**config.mk**
```make
export PLATFORM = sky130hd
export DESIGN_NAME = left_edge_interval_binder_unit
export DESIGN_NICKNAME = d
export VERILOG_FILES = /design/src/rtl/lebi_pkg.sv /design/src/rtl/lebi_ram.sv /design/src/rtl/lebi_ctrl.sv /design/src/rtl/lebi_dp.sv /design/src/rtl/left_edge_interval_binder_unit.sv
export SDC_FILE = /design/constraint.sdc
export NUM_CORES = 1
export LEC_CHECK = 0
export ABC_CLOCK_PERIOD_IN_PS = 7550
export CORE_MARGIN = 3
export CORE_UTILIZATION = 40
export DETAILED_ROUTE_END_ITERATION = 8
export DONT_BUFFER_PORTS = 1
export GPL_TIMING_DRIVEN = 0
export PLACE_DENSITY = 0.51
export SYNTH_ARGS = -nofsm -noshare
export SYNTH_HDL_FRONTEND = slang
export SYNTH_SLANG_ARGS = --single-unit
export TNS_END_PERCENT = 1
```
**constraint.sdc**
```tcl
create_clock -name clock -period 7.55 [get_ports clock]
set_input_delay 0.755 -clock clock [delete_from_list [all_inputs] [get_ports clock]]
set_output_delay 0.755 -clock clock [all_outputs]
set_load 0.02 [all_outputs]
```
**src/rtl/lebi_pkg.sv**
```systemverilog
// lebi_pkg: shared types, constants and control structs of the left-edge binder.
// Depends on nothing.
package lebi_pkg;

   localparam int unsigned LIMIT_W        = 5;
   localparam int unsigned FIELD_CYCLE_W  = 16;
   localparam int unsigned INDEX_W        = 4;
   localparam int unsigned DEF_MAX_INST   = 16;
   localparam int unsigned DEF_CYCLE_BITS = 16;

   localparam logic [LIMIT_W-1:0] LIMIT_RESET = 5'd16;

   localparam logic STATUS_OK   = 1'b0;
   localparam logic STATUS_OVER = 1'b1;

   typedef struct packed {
      logic [FIELD_CYCLE_W-1:0] start_cycle;
      logic [FIELD_CYCLE_W-1:0] end_cycle;
      logic                     group_first;
   } req_type;

   typedef struct packed {
      logic [INDEX_W-1:0] instance_index;
      logic               status;
   } rsp_type;

   // controller to datapath
   typedef struct packed {
      logic load;      // capture transaction, restart scan
      logic rd;        // read slot at scan index
      logic step;      // advance scan index
      logic take_hit;  // bind to scanned slot
      logic take_new;  // open a new slot
      logic over;      // report over-limit
   } ctrl_cmd_type;

   // datapath to controller
   typedef struct packed {
      logic scan_done; // scan index reached opened count
      logic hit;       // read slot ends before start
      logic at_limit;  // opened count at or above effective limit
   } dp_stat_type;

endpackage

```
**src/rtl/lebi_ram.sv**
```systemverilog
// lebi_ram: generic single-write, single-read RAM with registered read data.
// Depends on nothing.
module lebi_ram #(
   parameter int unsigned WIDTH = 16,
   parameter int unsigned DEPTH = 16,
   localparam int unsigned ADDR_W = (DEPTH > 1) ? $clog2(DEPTH) : 1
) (
   input  logic              clock,
   input  logic              wr_en,
   input  logic [ADDR_W-1:0] wr_addr,
   input  logic [WIDTH-1:0]  wr_data,
   input  logic              rd_en,
   input  logic [ADDR_W-1:0] rd_addr,
   output logic [WIDTH-1:0]  rd_data
);

   logic [WIDTH-1:0] mem [DEPTH];
   logic [WIDTH-1:0] rd_data_ff;

   // write port
   always_ff @(posedge clock) begin
      if (wr_en) begin
         mem[wr_addr] <= wr_data;
      end
   end

   // registered read port
   always_ff @(posedge clock) begin
      if (rd_en) begin
         rd_data_ff <= mem[rd_addr];
      end
   end

   assign rd_data = rd_data_ff;

endmodule

```
**src/rtl/lebi_ctrl.sv**
```systemverilog
// lebi_ctrl: sequencer of the slot scan, result strobe and busy flag.
// Depends on lebi_pkg.
module lebi_ctrl
   import lebi_pkg::*;
(
   input  logic         clock,
   input  logic         reset,
   input  logic         start,
   output logic         busy,
   output logic         rsp_strobe,
   output ctrl_cmd_type cmd,
   input  dp_stat_type  stat
);

   localparam logic [1:0] ST_IDLE = 2'd0;
   localparam logic [1:0] ST_SCAN = 2'd1;
   localparam logic [1:0] ST_CMP  = 2'd2;

   logic [1:0] state_ff, state_in;
   logic       strobe_ff, strobe_in;

   // next state and commands
   always_comb begin
      state_in = state_ff;
      cmd      = '0;
      unique case (state_ff)
         ST_IDLE: begin
            if (start) begin
               cmd.load = 1'b1;
               state_in = ST_SCAN;
            end
         end
         ST_SCAN: begin
            if (stat.scan_done) begin
               if (stat.at_limit) begin
                  cmd.over = 1'b1;
               end else begin
                  cmd.take_new = 1'b1;
               end
               state_in = ST_IDLE;
            end else begin
               cmd.rd   = 1'b1;
               state_in = ST_CMP;
            end
         end
         ST_CMP: begin
            if (stat.hit) begin
               cmd.take_hit = 1'b1;
               state_in     = ST_IDLE;
            end else begin
               cmd.step = 1'b1;
               state_in = ST_SCAN;
            end
         end
         default: begin
            state_in = ST_IDLE;
         end
      endcase
   end

   assign strobe_in = cmd.take_hit | cmd.take_new | cmd.over;

   always_ff @(posedge clock) begin
      if (reset) begin
         state_ff  <= ST_IDLE;
         strobe_ff <= 1'b0;
      end else begin
         state_ff  <= state_in;
         strobe_ff <= strobe_in;
      end
   end

   assign busy       = (state_ff != ST_IDLE);
   assign rsp_strobe = strobe_ff;

endmodule

```
**src/rtl/lebi_dp.sv**
```systemverilog
// lebi_dp: limit register, opened count, scan index, slot RAM and result register.
// Depends on lebi_pkg and lebi_ram.
module lebi_dp
   import lebi_pkg::*;
#(
   parameter int unsigned MAX_INSTANCES = DEF_MAX_INST,
   parameter int unsigned CYCLE_BITS    = DEF_CYCLE_BITS
) (
   input  logic               clock,
   input  logic               reset,
   input  req_type            req_item,
   input  logic               csr_we,
   input  logic [LIMIT_W-1:0] csr_wdata,
   input  ctrl_cmd_type       cmd,
   output dp_stat_type        stat,
   output rsp_type            rsp_item
);

   localparam int unsigned ADDR_W = (MAX_INSTANCES > 1) ? $clog2(MAX_INSTANCES) : 1;
   localparam int unsigned CNT_W  = (ADDR_W + 1 > LIMIT_W) ? ADDR_W + 1 : LIMIT_W;
   localparam logic [CNT_W-1:0] MAX_CNT = CNT_W'(MAX_INSTANCES);

   logic [LIMIT_W-1:0]    limit_ff;
   logic [CNT_W-1:0]      count_ff, count_in;
   logic [CNT_W-1:0]      scan_ff, scan_in;
   logic [CYCLE_BITS-1:0] start_ff, end_ff;
   rsp_type               rsp_ff;
   logic [CNT_W-1:0]      limit_ext, eff_limit;
   logic [CYCLE_BITS-1:0] slot_end;
   logic                  wr_en;
   logic [ADDR_W-1:0]     wr_addr;

   // configuration register
   always_ff @(posedge clock) begin
      if (reset) begin
         limit_ff <= LIMIT_RESET;
      end else if (csr_we) begin
         limit_ff <= csr_wdata;
      end
   end

   // limit clamped to capacity
   assign limit_ext = CNT_W'(limit_ff);
   assign eff_limit = (limit_ext > MAX_CNT) ? MAX_CNT : limit_ext;

   // opened count and scan index
   always_comb begin
      count_in = count_ff;
      scan_in  = scan_ff;
      if (cmd.load) begin
         scan_in = '0;
         if (req_item.group_first) begin
            count_in = '0;
         end
      end
      if (cmd.step) begin
         scan_in = scan_ff + CNT_W'(1);
      end
      if (cmd.take_new) begin
         count_in = count_ff + CNT_W'(1);
      end
   end

   always_ff @(posedge clock) begin
      if (reset) begin
         count_ff <= '0;
         scan_ff  <= '0;
      end else begin
         count_ff <= count_in;
         scan_ff  <= scan_in;
      end
   end

   // interval capture, masked to the cycle width
   always_ff @(posedge clock) begin
      if (cmd.load) begin
         start_ff <= CYCLE_BITS'(req_item.start_cycle);
         end_ff   <= CYCLE_BITS'(req_item.end_cycle);
      end
   end

   // slot store: write on bind, read at scan index
   assign wr_en   = cmd.take_hit | cmd.take_new;
   assign wr_addr = cmd.take_hit ? scan_ff[ADDR_W-1:0] : count_ff[ADDR_W-1:0];

   lebi_ram #(
      .WIDTH (CYCLE_BITS),
      .DEPTH (MAX_INSTANCES)
   ) u_slot_ram (
      .clock   (clock),
      .wr_en   (wr_en),
      .wr_addr (wr_addr),
      .wr_data (end_ff),
      .rd_en   (cmd.rd),
      .rd_addr (scan_ff[ADDR_W-1:0]),
      .rd_data (slot_end)
   );

   // status to controller
   assign stat.scan_done = (scan_ff == count_ff);
   assign stat.hit       = (slot_end < start_ff);
   assign stat.at_limit  = (count_ff >= eff_limit);

   // result register
   always_ff @(posedge clock) begin
      if (cmd.take_hit) begin
         rsp_ff.instance_index <= scan_ff[INDEX_W-1:0];
         rsp_ff.status         <= STATUS_OK;
      end else if (cmd.take_new) begin
         rsp_ff.instance_index <= count_ff[INDEX_W-1:0];
         rsp_ff.status         <= STATUS_OK;
      end else if (cmd.over) begin
         rsp_ff.instance_index <= '0;
         rsp_ff.status         <= STATUS_OVER;
      end
   end

   assign rsp_item = rsp_ff;

endmodule

```
**src/rtl/left_edge_interval_binder_unit.sv**
```systemverilog
// left_edge_interval_binder_unit: top level of the left-edge interval binder.
// Depends on lebi_pkg, lebi_ctrl, lebi_dp (and through it lebi_ram).
//
//   Channel   Ports                        Handshake
//   request   start, busy, req_item        taken when start & !busy
//   response  rsp_strobe, rsp_item         one-cycle strobe, no back-pressure
//   config    csr_we, csr_wdata            written when csr_we, no wait
//
// One transaction at a time. Binding to opened slot k scans slots 0 through k;
// opening a new slot or reporting over-limit first scans all n opened slots.
// Each slot visited costs a RAM read (registered) plus a compare: one read port.
// The result strobe rises in the same cycle that busy drops, so a new transaction
// may be accepted in the strobe cycle. Synchronous reset clears the opened
// count and sets the limit to 16; slot contents are not cleared.
module left_edge_interval_binder_unit
   import lebi_pkg::*;
#(
   parameter int unsigned MAX_INSTANCES = DEF_MAX_INST,
   parameter int unsigned CYCLE_BITS    = DEF_CYCLE_BITS
) (
   input  logic               clock,
   input  logic               reset,
   input  logic               start,
   output logic               busy,
   input  req_type            req_item,
   output logic               rsp_strobe,
   output rsp_type            rsp_item,
   input  logic               csr_we,
   input  logic [LIMIT_W-1:0] csr_wdata
);

   ctrl_cmd_type cmd;
   dp_stat_type  stat;

   lebi_ctrl u_ctrl (
      .clock      (clock),
      .reset      (reset),
      .start      (start),
      .busy       (busy),
      .rsp_strobe (rsp_strobe),
      .cmd        (cmd),
      .stat       (stat)
   );

   lebi_dp #(
      .MAX_INSTANCES (MAX_INSTANCES),
      .CYCLE_BITS    (CYCLE_BITS)
   ) u_dp (
      .clock     (clock),
      .reset     (reset),
      .req_item  (req_item),
      .csr_we    (csr_we),
      .csr_wdata (csr_wdata),
      .cmd       (cmd),
      .stat      (stat),
      .rsp_item  (rsp_item)
   );

endmodule

```
# Word-level counts from Yosys, hierarchy flattened
# Memories as Yosys holds them, arrays and structs flattened. A register that Yosys moved wholly into a read port is not among the register bits.
# Cells that the tools add are included.
# totals
regBits	55
latchBits	0
ramBits	256
romBits	0
inputBits	42
out_inout_bits	7
elab_cells	56
memories	1
# classes
n_addsub	2
mul	0
n_div	0
order_cmp	3
n_eq_ne	4
n_shift	0
mux	27
bitwise_logic	2
n_reduce_logical	8
# memory_table
memory	depth	width	read_ports	rd_clocked_by_memory_dff	write_ports	line_no	source
u_dp.u_slot_ram.mem	16	16	1	1	1	lebi_ram.sv:17	logic [WIDTH-1:0] mem [DEPTH];
# op_table
operator	count
two-way mux 5 bit	9
less-than comparator 16 bit	1
two-way mux 1 bit	11
adder 5 x 1 -> 5 bit (second input constant)	2
two-way mux 2 bit	5
nonzero test 2 bit	4
one-hot mux 2 bit (3 select lines)	1
equality test 5 bit	1
greater-or-equal comparator 5 bit	1
> comparator 5 bit (second input constant)	1
two-way mux 4 bit	1
nonzero test 3 bit	1
equality test 2 x 1 -> 1 bit (second input constant)	1
equality test 2 bit (second input constant)	1
zero test 2 bit	1
!= test 2 bit (second input constant)	1
OR 1 bit	2
AND reduction 2 bit	1
OR reduction 2 bit	1

# Longest topological paths before layout
# depth
ltp_word	9
depth_mapped	9

# Cells and area by module
# Synthesis repeated with hierarchy kept, for this count alone.
# unflattened
cells_unflattened	659
hier_area_um2	12793.5
# by_module_without_submodules
mod	n_inst	cells_each	area_per_inst_um2	seq_area_each_um2
lebi_ram	1	432	10203.5	8167.8
lebi_dp	1	207	2438.6	1401.3
lebi_ctrl	1	20	151.4	60.1

# Worst setup path after synthesis
# No wires, ideal clock.
# synth_path
kind	register to register
from	reg u_dp.count_ff[0]
to	mem u_dp.u_slot_ram.mem[12][0], enable pin
setup_time_ps	395
t_arrival_ps	2732
required_ps	7155
setup_slack_ps	4423
path_stages_with_launch	10
path_buffers	1
path_cell_list	dfxtp_1 -> inv_1 -> ha_1 -> nand2b_1 -> a21o_1 -> a211o_1 -> a211oi_2 -> buf_2 -> nand3_1 -> o22ai_1
# synth_via
elab_chain_len	7
# synth_rtl
element	line_no	source
start, declared	lebi_dp.sv:24	logic [CNT_W-1:0] count_ff, count_in;
start signal, assigned	lebi_dp.sv:69	count_ff <= count_in;
greater-or-equal comparator 5 bit	lebi_dp.sv:102	assign stat.at_limit = (count_ff >= eff_limit);
two-way mux 1 bit	lebi_ctrl.sv:35	if (stat.at_limit) begin
two-way mux 2 bit	lebi_ctrl.sv:34	if (stat.scan_done) begin
two-way mux 2 bit	lebi_ctrl.sv:26	unique case (state_ff)
OR 1 bit	lebi_dp.sv:83	assign wr_en = cmd.take_hit | cmd.take_new;
two-way mux 1 bit	lebi_ram.sv:22	if (wr_en) begin
two-way mux 1 bit (not written as such)	lebi_ram.sv:23	mem[wr_addr] <= wr_data;
end, declared	lebi_ram.sv:17	
# Parallel ways exist; a longest one is shown, timed or not.

# Worst setup path in the final report
# layout_path
from	reg u_dp.count_ff[0]
to	mem u_dp.u_slot_ram.mem[8][10], enable pin
# Same word-level chain as after synthesis.

==> results by group <==
Synthesis
  – Netlist cell types: 43
  – Register bit count reported by yosys: around 330
  – Post-synth top cells: 308 x edfxtp_1, 80 x mux4_2, 26 x nand2_1
  – Post-synthesis sequential area ratio: about three quarters
  – Async S/R FF share, synth: 0%
  – EDFF count, synth: 308
  – Yosys warning count: 0
  – Leading area contributor after synthesis: edfxtp_1
  – Most common cell in the netlist: edfxtp_1
  – Synth Instances: 628
  – Synth top area share: 72.15%
  – Mean Syn Cell Area: approximately 20 sq um
  – Top cells by area, synth: edfxtp_1 72%, mux4_2 14%, dfxtp_1 3.0%, ha_1 2.1%, nand3b_1 0.82%
  – Main synth FF type: edfxtp_1
  – Syn_nets: 692
  – Post-Synthesis Cell Area: roughly 13000 sq um

Worst setup path
  – Crit-path max FO: 10
  – CP Class: flip-flop to flip-flop
  – Crit end category: flip-flop
  – Max stage delay on crit path: around 0.71 ns
  – Critical path launch point type: flip-flop
  – Crit path buf inv count: 3
  – Critical path cell sequence: inv_1, ha_1, nand2b_1, a21o_1, a211o_1, a211oi_2, buf_2, nand3b_1, o22ai_2, buf_8
  – Slowest CP cell: o22ai_2
  – Arr. time, crit path: between 3 and 4 ns
  – Largest delay contributor family on the critical path: compound AO/OA/AOI/OAI gates
  – Worst path required time: 7.77 ns

Routing
  – DRC: 0
  – Total iterations of the first detailed-routing run: 4
  – Vias per cell: roughly 5.5
  – DR iter-0 viols: 400
  – Post-route ant nets: 0
  – Via count: between 6k and 7k
  – WL per Instance: roughly 25 um
  – Drt total wl: between 20000 and 30000 um

Status
  – Outcome: finished clean

Hold path
  – Hold Crit Class: input pin to flip-flop

Global routing
  – Grt total ovfl: 0
  – Largest net degree at the start of global routing: 25
  – GRT Util Overall: ~16%
  – Vias in the first global route: ~6.4k
  – First-pass GRT wire length: around 40000 um
  – Initial antenna violation count: 1

Die
  – Core Box Area: approximately 31000 sq um
  – Starting density of the core: about 41%
  – I/O Pins: 49
  – Rows: 64
  – Die Area: 34230 sq um
  – Die width: roughly 190 um
  – Die height: approximately 190 um

Clock tree
  – Post-CTS setup buffer count: 0
  – Total CTS buffers: 36
  – Hold buffers post-CTS: 0
  – CTS root buf: clkbuf_16
  – H-tree depth: 2
  – CTS resizes: 0
  – Register clock-pin slew on the reported worst setup and hold paths: roughly 0.060 ns
  – Clk_lat worst skew: 0.51 ns
  – CTS tree: done
  – Clock sinks: 327
  – Maximum root-to-sink buffer count: 3

Power and ir drop
  – Peak VDD IR: 0.1599 mV
  – Power per cell area: 259.8 nW/um^2
  – Leak pwr: 0.004755 uW

Place
  – I/O Buffers: 0
  – Gpl congestion: roughly 0.75
  – HPWL Detailed: between 15000 and 20000 um

Timing
  – RSZ-0062 raised after global routing: false
  – Actual slew at the worst max-slew pin: 0.8992 ns
  – Relative slew slack: between 30% and 40%
  – Final setup viols: 0
  – Minimum clock period: about 3.5 ns
  – Worst clock skew: between 0.02 and 0.03 ns
  – Final hold viol count: 0
  – Hold slack: 0.3351 ns
  – Crit share post-route: a little under half
  – Peak Freq: between 200 and 300 MHz
  – Setup TNS: 0 ns
  – Slew Viols, Final: 0

Cells and area
  – Nets: approximately 750
  – Share of cells above drive strength 1: a little over a quarter
  – Ant diodes: 0
  – Area grow syn2layout: 16.74%

Run
  – Max-Cap Viols: 0
sequential cells by signal, indices dropped and copies added (netlist names):
signal and count:
u_dp.start_ff 16, u_dp.count_ff 5, u_ctrl.state_ff 2, u_dp.scan_ff 5, u_dp.u_slot_ram.mem 256, u_dp.limit_ext 5
u_dp.rsp_item 5, u_dp.end_ff 16, u_dp.u_slot_ram.rd_data 16, u_ctrl.rsp_strobe 1
final cells by class:
| cell class | count | area (sq um) |
|---|---|---|
| plain buffers | 31 | 136.4 |
| clock buffers | 48 | 1020 |
| clock inverters | 16 | 191.4 |
| fillers | 2528 | 16100 |
| inverters | 23 | 86.33 |
| multi-input cells | 247 | 3072 |
| flip-flops and latches | 327 | 9629 |
| well taps | 396 | 495.5 |
| repair buffers | 17 | 335.3 |
stage by stage:
stage | util, % | instances | power, uW | setup WS, ns | area (sq um)
floorplan | - | 628 | 2122 | 4.423 | 12820
global placement | 42.86 | 1024 | 2149 | 3.098 | 13320
detailed placement | 44.27 | 1041 | 2161 | 4.110 | 13750
CTS | 48.17 | 1105 | 3936 | 4.087 | 14970
global route | 48.17 | 1105 | 4019 | 3.873 | 14970
finish | 48.17 | 1105 | 3888 | 4.081 | 14970
final timing paths:
kind,start,endpoint,slack (ns),cells after the start
max,u_dp.count_ff[0]$_SDFFE_PP0P_,u_dp.u_slot_ram.mem[8][10]$_DFFE_PP_,4.08,10
min,req_item[9],u_dp.end_ff[8]$_DFFE_PP_,0.34,0
max reg2reg,u_dp.count_ff[0]$_SDFFE_PP0P_,u_dp.u_slot_ram.mem[8][10]$_DFFE_PP_,4.08,10
min reg2reg,u_dp.limit_ext[0]$_SDFFE_PP0P_,u_dp.limit_ext[0]$_SDFFE_PP0P_,0.50,2
routing by layer:
metal | GRT usage, % | vias up | wire [um]
met5 | 0 | - | 0
met4 | 4.382 | 0 | 608
met3 | 3.535 | 52 | 1491
met2 | 27.15 | 176 | 13430
met1 | 21.54 | 3192 | 11670
li1 | - | 2682 | -
power breakdown:
group          internal [uW]  switching, uW  total (uW)
clock                   1090            680        1770
combinational           30.2           44.6        74.9
sequential              2010           31.3        2050
total                   3130            756        3890
cell families (layout without fill, tap and decap cells):
group | after synthesis | in the layout | synth area share, %
fa+ha+maj | 22 | 22 | 2.147
xor+xnor | 6 | 6 | 0.4099
flops | 327 | 327 | 75.11
simple gates | 84 | 84 | 3.572
mux | 84 | 84 | 14.37
compound gates | 51 | 51 | 2.655
buf+inv | 54 | 135 | 1.737
cell usage in the layout (no fill, tap or decap), types with 2 or more instances in the layout:
master,n
nand3b_1,14
nor2b_1,5
clkinv_1,5
a22o_1,4
clkbuf_1,25
a31oi_1,3
nand2b_1,5
buf_2,13
inv_1,22
buf_8,10
xor2_1,5
or2_2,2
bufinv_16,4
edfxtp_1,308
o22ai_2,16
clkinv_2,4
clkbuf_16,39
mux2i_1,4
nor3_1,2
nand2_1,26
mux4_2,80
buf_16,6
o21ai_0,4
a21oi_1,13
nand3_1,7
nor2_1,13
dfxtp_1,19
ha_1,22
nor3_2,2
and4_1,2
No activity file was read; power rests on OpenSTA's default activity.
